## src/design/cpib_pkg.sv

```systemverilog
package cpib_pkg;

    localparam int PALETTE_ENTRIES_DEF = 255;
    localparam int INDEX_W = 8;
    localparam int COLOR_W = 16;
    localparam int CHAN_W = 8;

    localparam int QUEUE_DEPTH = 2;
    localparam int QUEUE_PTR_W = $clog2(QUEUE_DEPTH);

    typedef struct packed {
        logic [COLOR_W-1:0] color;
        logic               image_start;
    } cpib_item_t;

    typedef enum logic [1:0] {
        ST_IDLE,
        ST_SCAN,
        ST_DONE
    } cpib_state_t;

endpackage

```

## src/design/cpib_front.sv

```systemverilog
module cpib_front (
    input  logic                              s_valid,
    output logic                              s_ready,
    input  logic [cpib_pkg::CHAN_W-1:0]       s_red,
    input  logic [cpib_pkg::CHAN_W-1:0]       s_green,
    input  logic [cpib_pkg::CHAN_W-1:0]       s_blue,
    input  logic [cpib_pkg::CHAN_W-1:0]       s_alpha,
    input  logic                              s_image_start,
    input  logic                              q_full,
    output logic                              q_push,
    output cpib_pkg::cpib_item_t              q_item
);
    import cpib_pkg::*;

    // rgba5551: top five bits of each color channel, top bit of alpha
    function automatic logic [COLOR_W-1:0] pack5551(
        input logic [CHAN_W-1:0] r,
        input logic [CHAN_W-1:0] g,
        input logic [CHAN_W-1:0] b,
        input logic [CHAN_W-1:0] a
    );
        return {r[7:3], g[7:3], b[7:3], a[7]};
    endfunction

    assign s_ready = !q_full;
    assign q_push = s_valid && !q_full;

    always_comb begin
        q_item.color = pack5551(s_red, s_green, s_blue, s_alpha);
        q_item.image_start = s_image_start;
    end

endmodule

```

## src/design/cpib_queue.sv

```systemverilog
module cpib_queue (
    input  logic                  aclk,
    input  logic                  aresetn,
    input  logic                  push,
    input  cpib_pkg::cpib_item_t  push_item,
    output logic                  full,
    input  logic                  pop,
    output logic                  not_empty,
    output cpib_pkg::cpib_item_t  pop_item
);
    import cpib_pkg::*;

    localparam logic [QUEUE_PTR_W:0] FULL_FILL = (QUEUE_PTR_W + 1)'(QUEUE_DEPTH);

    cpib_item_t             entry_reg [QUEUE_DEPTH];
    logic [QUEUE_PTR_W-1:0] wr_ptr_reg;
    logic [QUEUE_PTR_W-1:0] rd_ptr_reg;
    logic [QUEUE_PTR_W:0]   fill_reg;
    logic [QUEUE_PTR_W:0]   fill_next;

    assign full = (fill_reg == FULL_FILL);
    assign not_empty = (fill_reg != '0);
    assign pop_item = entry_reg[rd_ptr_reg];

    always_comb begin
        fill_next = fill_reg;
        if (push && !pop) begin
            fill_next = fill_reg + 1'b1;
        end else if (pop && !push) begin
            fill_next = fill_reg - 1'b1;
        end
    end

    always_ff @(posedge aclk) begin
        if (!aresetn) begin
            wr_ptr_reg <= '0;
            rd_ptr_reg <= '0;
            fill_reg <= '0;
        end else begin
            if (push) begin
                wr_ptr_reg <= wr_ptr_reg + 1'b1;
            end
            if (pop) begin
                rd_ptr_reg <= rd_ptr_reg + 1'b1;
            end
            fill_reg <= fill_next;
        end
    end

    always_ff @(posedge aclk) begin
        if (push) begin
            entry_reg[wr_ptr_reg] <= push_item;
        end
    end

endmodule

```

## src/design/cpib_back.sv

```systemverilog
module cpib_back #(
    parameter int PALETTE_ENTRIES = cpib_pkg::PALETTE_ENTRIES_DEF
) (
    input  logic                          aclk,
    input  logic                          aresetn,
    input  logic                          q_valid,
    input  cpib_pkg::cpib_item_t          q_item,
    output logic                          q_pop,
    output logic                          m_valid,
    input  logic                          m_ready,
    output logic [cpib_pkg::INDEX_W-1:0]  m_palette_index,
    output logic [cpib_pkg::COLOR_W-1:0]  m_packed_color,
    output logic                          m_new_entry,
    output logic                          m_overflow
);
    import cpib_pkg::*;

    localparam int ADDR_W = $clog2(PALETTE_ENTRIES);
    localparam logic [INDEX_W-1:0] LAST_COUNT = INDEX_W'(PALETTE_ENTRIES);

    logic [COLOR_W-1:0] mem [PALETTE_ENTRIES];

    cpib_state_t        state_reg, state_next;
    logic [COLOR_W-1:0] color_reg, color_next;
    logic [INDEX_W-1:0] count_reg, count_next;
    logic               ovf_reg, ovf_next;
    logic [INDEX_W-1:0] rd_addr_reg, rd_addr_next;
    logic               cmp_valid_reg, cmp_valid_next;
    logic [INDEX_W-1:0] cmp_addr_reg, cmp_addr_next;
    logic [INDEX_W-1:0] res_index_reg, res_index_next;
    logic               res_new_reg, res_new_next;
    logic [COLOR_W-1:0] rdata_reg;
    logic               m_valid_reg;
    logic [INDEX_W-1:0] m_index_reg;
    logic [COLOR_W-1:0] m_color_reg;
    logic               m_new_reg;
    logic               m_ovf_reg;

    logic match;
    logic issue;
    logic rd_en;
    logic wr_en;
    logic out_load;

    assign match = cmp_valid_reg && (rdata_reg == color_reg);
    assign issue = (rd_addr_reg != count_reg);

    always_comb begin
        state_next = state_reg;
        unique case (state_reg)
            ST_IDLE: begin
                if (q_valid) begin
                    state_next = ST_SCAN;
                end
            end
            ST_SCAN: begin
                if (match || !issue) begin
                    state_next = ST_DONE;
                end
            end
            ST_DONE: begin
                if (!m_valid_reg || m_ready) begin
                    state_next = ST_IDLE;
                end
            end
            default: state_next = ST_IDLE;
        endcase
    end

    always_comb begin
        q_pop = 1'b0;
        rd_en = 1'b0;
        wr_en = 1'b0;
        out_load = 1'b0;
        color_next = color_reg;
        count_next = count_reg;
        ovf_next = ovf_reg;
        rd_addr_next = rd_addr_reg;
        cmp_valid_next = cmp_valid_reg;
        cmp_addr_next = cmp_addr_reg;
        res_index_next = res_index_reg;
        res_new_next = res_new_reg;
        unique case (state_reg)
            ST_IDLE: begin
                q_pop = q_valid;
                if (q_valid) begin
                    color_next = q_item.color;
                    rd_addr_next = '0;
                    cmp_valid_next = 1'b0;
                    if (q_item.image_start) begin
                        count_next = '0;
                        ovf_next = 1'b0;
                    end
                end
            end
            ST_SCAN: begin
                rd_en = issue && !match;
                cmp_valid_next = rd_en;
                cmp_addr_next = rd_addr_reg;
                rd_addr_next = rd_addr_reg + {{(INDEX_W-1){1'b0}}, rd_en};
                if (match) begin
                    res_index_next = cmp_addr_reg;
                    res_new_next = 1'b0;
                end else if (!issue) begin
                    if (count_reg != LAST_COUNT) begin
                        wr_en = 1'b1;
                        res_index_next = count_reg;
                        res_new_next = 1'b1;
                        count_next = count_reg + 1'b1;
                    end else begin
                        ovf_next = 1'b1;
                        res_index_next = '0;
                        res_new_next = 1'b0;
                    end
                end
            end
            ST_DONE: begin
                out_load = !m_valid_reg || m_ready;
            end
            default: begin
                q_pop = 1'b0;
            end
        endcase
    end

    always_ff @(posedge aclk) begin
        if (!aresetn) begin
            state_reg <= ST_IDLE;
            count_reg <= '0;
            ovf_reg <= 1'b0;
            cmp_valid_reg <= 1'b0;
            m_valid_reg <= 1'b0;
        end else begin
            state_reg <= state_next;
            count_reg <= count_next;
            ovf_reg <= ovf_next;
            cmp_valid_reg <= cmp_valid_next;
            if (out_load) begin
                m_valid_reg <= 1'b1;
            end else if (m_ready) begin
                m_valid_reg <= 1'b0;
            end
        end
    end

    always_ff @(posedge aclk) begin
        color_reg <= color_next;
        rd_addr_reg <= rd_addr_next;
        cmp_addr_reg <= cmp_addr_next;
        res_index_reg <= res_index_next;
        res_new_reg <= res_new_next;
        if (out_load) begin
            m_index_reg <= res_index_reg;
            m_color_reg <= color_reg;
            m_new_reg <= res_new_reg;
            m_ovf_reg <= ovf_reg;
        end
    end

    // palette memory: one write, one registered read
    always_ff @(posedge aclk) begin
        if (wr_en) begin
            mem[count_reg[ADDR_W-1:0]] <= color_reg;
        end
        if (rd_en) begin
            rdata_reg <= mem[rd_addr_reg[ADDR_W-1:0]];
        end
    end

    assign m_valid = m_valid_reg;
    assign m_palette_index = m_index_reg;
    assign m_packed_color = m_color_reg;
    assign m_new_entry = m_new_reg;
    assign m_overflow = m_ovf_reg;

endmodule

```

## src/design/color_palette_index_builder.sv

```systemverilog
// Converts RGBA8888 pixels to RGBA5551 and maps each color to a slot of a palette built
// per image (up to PALETTE_ENTRIES slots). A hit returns the slot; a miss appends the color
// and flags new_entry; a miss with a full palette sets overflow, sticky until a pixel with
// image_start. The search reads one stored color per cycle from a single-port palette
// memory. A two-entry queue lets new pixels be accepted while a search runs, and a result
// register holds the last result while the next search proceeds.
module color_palette_index_builder #(
    parameter int PALETTE_ENTRIES = cpib_pkg::PALETTE_ENTRIES_DEF
) (
    input  logic                          aclk,
    input  logic                          aresetn,
    input  logic                          s_valid,
    output logic                          s_ready,
    input  logic [cpib_pkg::CHAN_W-1:0]   s_red,
    input  logic [cpib_pkg::CHAN_W-1:0]   s_green,
    input  logic [cpib_pkg::CHAN_W-1:0]   s_blue,
    input  logic [cpib_pkg::CHAN_W-1:0]   s_alpha,
    input  logic                          s_image_start,
    output logic                          m_valid,
    input  logic                          m_ready,
    output logic [cpib_pkg::INDEX_W-1:0]  m_palette_index,
    output logic [cpib_pkg::COLOR_W-1:0]  m_packed_color,
    output logic                          m_new_entry,
    output logic                          m_overflow
);
    import cpib_pkg::*;

    logic       q_full;
    logic       q_push;
    logic       q_pop;
    logic       q_not_empty;
    cpib_item_t push_item;
    cpib_item_t pop_item;

    cpib_front u_front (
        .s_valid       (s_valid),
        .s_ready       (s_ready),
        .s_red         (s_red),
        .s_green       (s_green),
        .s_blue        (s_blue),
        .s_alpha       (s_alpha),
        .s_image_start (s_image_start),
        .q_full        (q_full),
        .q_push        (q_push),
        .q_item        (push_item)
    );

    cpib_queue u_queue (
        .aclk      (aclk),
        .aresetn   (aresetn),
        .push      (q_push),
        .push_item (push_item),
        .full      (q_full),
        .pop       (q_pop),
        .not_empty (q_not_empty),
        .pop_item  (pop_item)
    );

    cpib_back #(
        .PALETTE_ENTRIES (PALETTE_ENTRIES)
    ) u_back (
        .aclk            (aclk),
        .aresetn         (aresetn),
        .q_valid         (q_not_empty),
        .q_item          (pop_item),
        .q_pop           (q_pop),
        .m_valid         (m_valid),
        .m_ready         (m_ready),
        .m_palette_index (m_palette_index),
        .m_packed_color  (m_packed_color),
        .m_new_entry     (m_new_entry),
        .m_overflow      (m_overflow)
    );

endmodule

```

## config.mk

```make
export PLATFORM = sky130hd
export DESIGN_NAME = color_palette_index_builder
export DESIGN_NICKNAME = d
export VERILOG_FILES = /design/src/design/cpib_pkg.sv /design/src/design/cpib_front.sv /design/src/design/cpib_queue.sv /design/src/design/cpib_back.sv /design/src/design/color_palette_index_builder.sv
export SDC_FILE = /design/constraint.sdc
export NUM_CORES = 2
export LEC_CHECK = 0
export BUFFER_PORTS_ARGS = -buffer_cell sky130_fd_sc_hd__buf_2
export CAP_MARGIN = 20
export CORE_MARGIN = 5
export CORE_UTILIZATION = 45
export DETAILED_ROUTE_END_ITERATION = 10
export HOLD_SLACK_MARGIN = 0.03
export SYNTH_ARGS = -nofsm -noshare
export SYNTH_HDL_FRONTEND = slang
export SYNTH_MEMORY_MAX_BITS = 65536
export SYNTH_SLANG_ARGS = --single-unit
```

## constraint.sdc

```tcl
create_clock -name aclk -period 7.6 [get_ports aclk]
set_clock_uncertainty 0.15 [all_clocks]
set_input_delay 0.38 -clock aclk [delete_from_list [all_inputs] [get_ports aclk]]
set_output_delay 0.38 -clock aclk [all_outputs]
set_load 0.005 [all_outputs]
```

# After elaboration in Yosys (flattened, before gate mapping)
# Memory sizes are Yosys's and may differ from the RTL's. A register that Yosys moved wholly into a read port is not among the register bits.
# Index checks and enable logic that the tools add are counted.
[word_totals]
reg_bits = 84
ramBits = 4114
word_cells = 105
n_memories = 2
[classes]
addsub = 6
eq_ne = 15
mux = 41
n_reduce_logical = 24
[mem_list]
columns = ["memory", "depth", "word_bits", "read_ports", "rd_clocked_by_memory_dff", "wr", "line", "source"]
rows = [
  ["u_back.mem", 255, 16, 1, 1, 1, "cpib_back.sv:21", "logic [COLOR_W-1:0] mem [PALETTE_ENTRIES];"],
  ["u_queue.entry_reg", 2, 17, 1, 1, 1, "cpib_queue.sv:15", "cpib_item_t entry_reg [QUEUE_DEPTH];"],
]
[ops]
columns = ["cell", "n"]
rows = [
  ["8-bit two-way mux", 9],
  ["8-bit case mux with 2 select lines", 2],
  ["1-bit two-way mux", 22],
  ["16-bit equality test", 1],
  ["6-bit AND reduction", 2],
  ["2-bit two-way mux", 5],
  ["2-bit by 1-bit inequality test with 1-bit output (second input constant)", 5],
  ["8-bit by 1-bit adder with 8-bit output", 1],
  ["8-bit by 1-bit adder with 8-bit output (second input constant)", 1],
  ["2-bit inequality test (second input constant)", 4],
  ["8-bit inequality test", 1],
  ["8-bit inequality test (second input constant)", 1],
  ["2-bit nonzero test", 4],
  ["1-bit zero test", 6],
  ["2-bit case mux with 3 select lines", 1],
  ["2-bit AND reduction", 3],
  ["1-bit logical AND", 5],
  ["2-bit equality test (second input constant)", 2],
  ["1-bit case mux with 2 select lines", 2],
  ["3-bit AND reduction", 1],
  ["1-bit adder (second input constant)", 2],
  ["2-bit by 1-bit adder with 2-bit output (second input constant)", 1],
  ["2-bit by 1-bit equality test with 1-bit output (second input constant)", 1],
  ["2-bit zero test", 1],
  ["other kinds (2)", 3],
]

# Longest topological paths before layout
[logic_depth]
ltp_word = 7
mapped_depth = 14

# Hierarchy
# From an unflattened synthesis, not the netlist that was laid out.
[hier_totals]
hier_cells = 7892
hier_area_um2 = 164924.4
[by_module_without_submodules]
columns = ["mod", "instances", "cells_per_inst", "area_each_um2"]
rows = [
  ["cpib_back", 1, 7798, 163340.4],
  ["cpib_queue", 1, 75, 1446.4],
  ["cpib_front", 1, 19, 137.6],
]

# Worst setup path before layout
# Ideal clock, no wire load.
[synth_timing]
path_kind = "reg-to-reg"
from = "reg u_back.color_reg[14]"
to = "mem u_back.mem[207][0], enable pin"
t_arrival_ns = 5.994
required_ns = 7.020
setup_slack_ns = 1.025
path_stages_with_launch = 7
path_buffers = 0
synth_period_minus_slack_ns = 6.575
path_cell_list = "edfxtp_1 -> xnor2_1 -> nand4_1 -> or4_1 -> o211ai_2 -> or3_1 -> nor4_1"
[synth_via]
elab_chain_len = 6
[synth_lines]
columns = ["element", "line", "source"]
rows = [
  ["start: declaration", "cpib_back.sv:24", "logic [COLOR_W-1:0] color_reg, color_next;"],
  ["start signal: assignment", "cpib_back.sv:147", "color_reg <= color_next;"],
  ["16-bit equality test", "cpib_back.sv:45", "assign match = cmp_valid_reg && (rdata_reg == color_reg);"],
  ["1-bit logical AND", "cpib_back.sv:45", ""],
  ["1-bit two-way mux", "cpib_back.sv:101", "if (match) begin"],
  ["1-bit two-way mux", "cpib_back.sv:83", "unique case (state_reg)"],
  ["1-bit two-way mux", "cpib_back.sv:162", "if (wr_en) begin"],
  ["1-bit two-way mux (implied by the code)", "cpib_back.sv:163", "mem[count_reg[ADDR_W-1:0]] <= color_reg;"],
  ["end: declaration", "cpib_back.sv:21", ""],
]
# No other way between the ends.

# Worst setup path after layout
[layout_timing]
from = "reg u_back.rd_addr_reg[1]"
to = "reg u_back.rdata_reg[2], read port of u_back.mem (data pin)"
[layout_via]
elab_chain_len = 3
[layout_lines]
columns = ["element", "line", "source"]
rows = [
  ["start: declaration", "cpib_back.sv:27", "logic [INDEX_W-1:0] rd_addr_reg, rd_addr_next;"],
  ["start signal: assignment", "cpib_back.sv:148", "rd_addr_reg <= rd_addr_next;"],
  ["8-bit inequality test", "cpib_back.sv:46", "assign issue = (rd_addr_reg != count_reg);"],
  ["1-bit logical AND", "cpib_back.sv:97", "rd_en = issue && !match;"],
  ["1-bit two-way mux", "cpib_back.sv:83", ""],
  ["end: declaration", "cpib_back.sv:32", "logic [COLOR_W-1:0] rdata_reg;"],
]
# Parallel ways exist; a longest one is shown, timed or not.
# A chain may end at the register's enable or synchronous reset.

==> reports/qor.txt <==
outcome -> completed
Root Buffer -> clkbuf_16
post-CTS setup buffer count -> 0
first-pass GRT wire length -> 643 mm
crit path DAT -> 6.00 ns
number of global-route vias before repair -> 80600
Post-synth top flop -> edfxtp_1
CP Data Required Time -> 8.15 ns
initial antenna violation count -> 29
Die X -> 612 µm
Ys Warns -> 0
critical path class -> reg2reg
die area -> 374000 µm²
GRT Overall Usage -> 24.4%
dpl cells -> 12300
grt total ovfl -> 0
number of routed nets with antenna violations -> 0
Clock Path Buffers -> 4
final instance area -> 185000 µm²
Mapped Cells -> 7475
drt pass-1 iters -> 6
Core Area -> 361000 µm²
routed length per instance -> 35.2 µm
Mapped Avg Cell Area -> 21.8 µm²
most common cell after layout, fill and taps aside -> edfxtp_1
synthesized flop and latch total -> 4215
post-detail-place hpwl -> 272 mm
RSZ-0062 raised after global routing -> no
Fmax -> 183 MHz
Max VDD drop -> 0.356 mV
Final setup viols -> 0
Clock Latency Late Sink -> 1.01 ns
Final nets -> 8051
Site Rows -> 221
CTS resizes -> 0
max_cap viols -> 0
Worst setup SP type -> flop
worst-margin pin slew -> 1.43 ns
Placement Cell Area -> 170000 µm²
Post-synth EDFFs -> 4197
total power divided by cell area -> 384 nW/µm²
Largest register FFs -> 4080
Post-Syn Area -> 163000 µm²
Tot Pwr -> 71000 µW
Via density -> 6.22
number of CTS-inserted buffers -> 420
Final Hold Viols -> 0
routed vias -> 81800
register area share after synthesis -> 77.6%
CTS tree -> built
Hold/Removal Path Class -> in2reg
Post-Syn Nets -> 7519
final-report max-slew violation count -> 0
Slew Limit Headroom -> 4.75%
Post-route DRC -> 0
setup TNS -> 0 ns
commonest non-fill, non-tap cells in the layout -> edfxtp_1 (4197), mux4_2 (930), clkbuf_16 (425)
Setup crit end kind -> flop
Lkg Pwr -> 0.0578 µW
Layout area overhead -> 13.5%
Max FO, Critical Path -> 33
Cell variety after synth -> 79
R2R Setup Slk -> 2.15 ns
Routed WL -> 463 mm
starting DRC count in detailed routing -> 11900
largest net degree at the start of global routing -> 226
Reg clk slew, reported paths -> 0.06 ns
Initial Utilization -> 45.1%
Chip Height -> 612 µm
# clock sinks -> 4215
number of I/O pins -> 65
layout cell share with drive strength beyond 1 -> 26.3%
Final period util -> 71.7%
Async SR Flop Fraction -> 0%
IO Port Bufs -> 48
post-route non-filler standard cell count -> 13200
Tmin final -> 5.45 ns
GP Congestion -> 0.920
depth of the CTS H-tree -> 5
-- layer usage --
layer | part of all wire [%] | track usage, % | up-vias
li1 | - | - | 32500
met1 | 39 | 34.2 | 43900
met2 | 46 | 37.6 | 4538
met3 | 11 | 5.79 | 842
met4 | 4.3 | 9.37 | 6
met5 | 0.0078 | 0 | -
-- kinds of logic after synthesis --
family	after synthesis	share of synthesized area, %
flip-flops	4215	77.6
multiplexers	1377	15.6
AND/OR/NAND/NOR	719	1.90
AO/OA/AOI/OAI	678	2.83
buffers and inverters	447	1.80
XOR/XNOR	32	0.172
adder cells (fa/ha/maj)	7	0.0538
-- what timing repair did --
action / 4_1_cts / 5_1_grt
hold buffers: 39 / 0
setup endpoints to repair: 0 / 0
endpoints found under the hold margin: 75 / 0
-- through the flow --
step	hold slack [ns]	util, %	worst slack, ns
6_report	0.163	51.1	2.15
3_5_place_dp	0.258	47.1	2.36
5_1_grt	0.187	51.1	2.28
3_3_place_gp	0.265	47.1	2.40
2_1_floorplan	0.250	-	1.03
4_1_cts	0.143	51.0	2.31
-- where the power goes --
| part | total [µW] | internal, µW | switching [µW] |
|---|---|---|---|
| sequential | 28800 | 28600 | 226 |
| combinational | 21500 | 6900 | 14600 |
| clock | 20700 | 11900 | 8820 |
| total | 71000 | 47300 | 23700 |
-- synth_stat cells (all sizes together) (5+ instances only) --
master / instances / area share (%)
and3: 8 / 0.031
nor4: 11 / 0.046
o32ai: 5 / 0.027
and2: 20 / 0.077
a2111oi: 8 / 0.051
a22oi: 63 / 0.29
nand2: 218 / 0.50
clkbuf: 162 / 0.37
o2111ai: 7 / 0.038
nand3: 43 / 0.13
o21ai: 113 / 0.35
nor2b: 18 / 0.069
a22o: 20 / 0.11
nor3: 24 / 0.074
o22ai: 70 / 0.27
nand2b: 10 / 0.038
or3: 7 / 0.027
inv: 13 / 0.030
mux2i: 412 / 2.5
mux4: 930 / 13
a32o: 5 / 0.031
a211oi: 27 / 0.12
nand4: 10 / 0.038
xnor2: 29 / 0.16
nor2: 328 / 0.76
o221ai: 39 / 0.21
a31oi: 23 / 0.088
edfxtp: 4197 / 77
a221oi: 67 / 0.36
mux2: 35 / 0.24
a311oi: 9 / 0.048
a21oi: 149 / 0.46
o211ai: 18 / 0.086
ha: 7 / 0.054
buf: 268 / 1.4
o21a: 5 / 0.023
o31ai: 8 / 0.037
dfxtp: 18 / 0.22
-- final cells by class --
type	instances	area, µm²
sequential	4215	126000
clock buffer	491	10900
inverter	17	78.8
tap	4794	6000
fill	28100	177000
multi-input combinational	2813	34000
timing repair buffer	540	4700
antenna	11	27.5
clock inverter	277	2790
-- path summary, 6_finish.rpt --
kind | from | end | cells past startpoint
setup / recovery | u_back.rd_addr_reg[1] | u_back.rdata_reg[2] | 8
hold / removal | aresetn | u_back.cmp_valid_reg | 3
setup reg to reg | u_back.rd_addr_reg[1] | u_back.rdata_reg[2] | 8
hold reg to reg | u_back.res_index_reg[7] | u_back.m_palette_index[7] | 0
-- worst max-delay path, stage by stage (launching register included) --
cell	delay (ns)
edfxtp_1	0.72
buf_4	0.67
buf_4	0.51
mux4_2	0.40
mux4_2	0.59
nand2_1	0.13
o2111ai_1	0.66
a221oi_1	1.14
a2111oi_2	0.12
(Power assumes the default switching activity.)
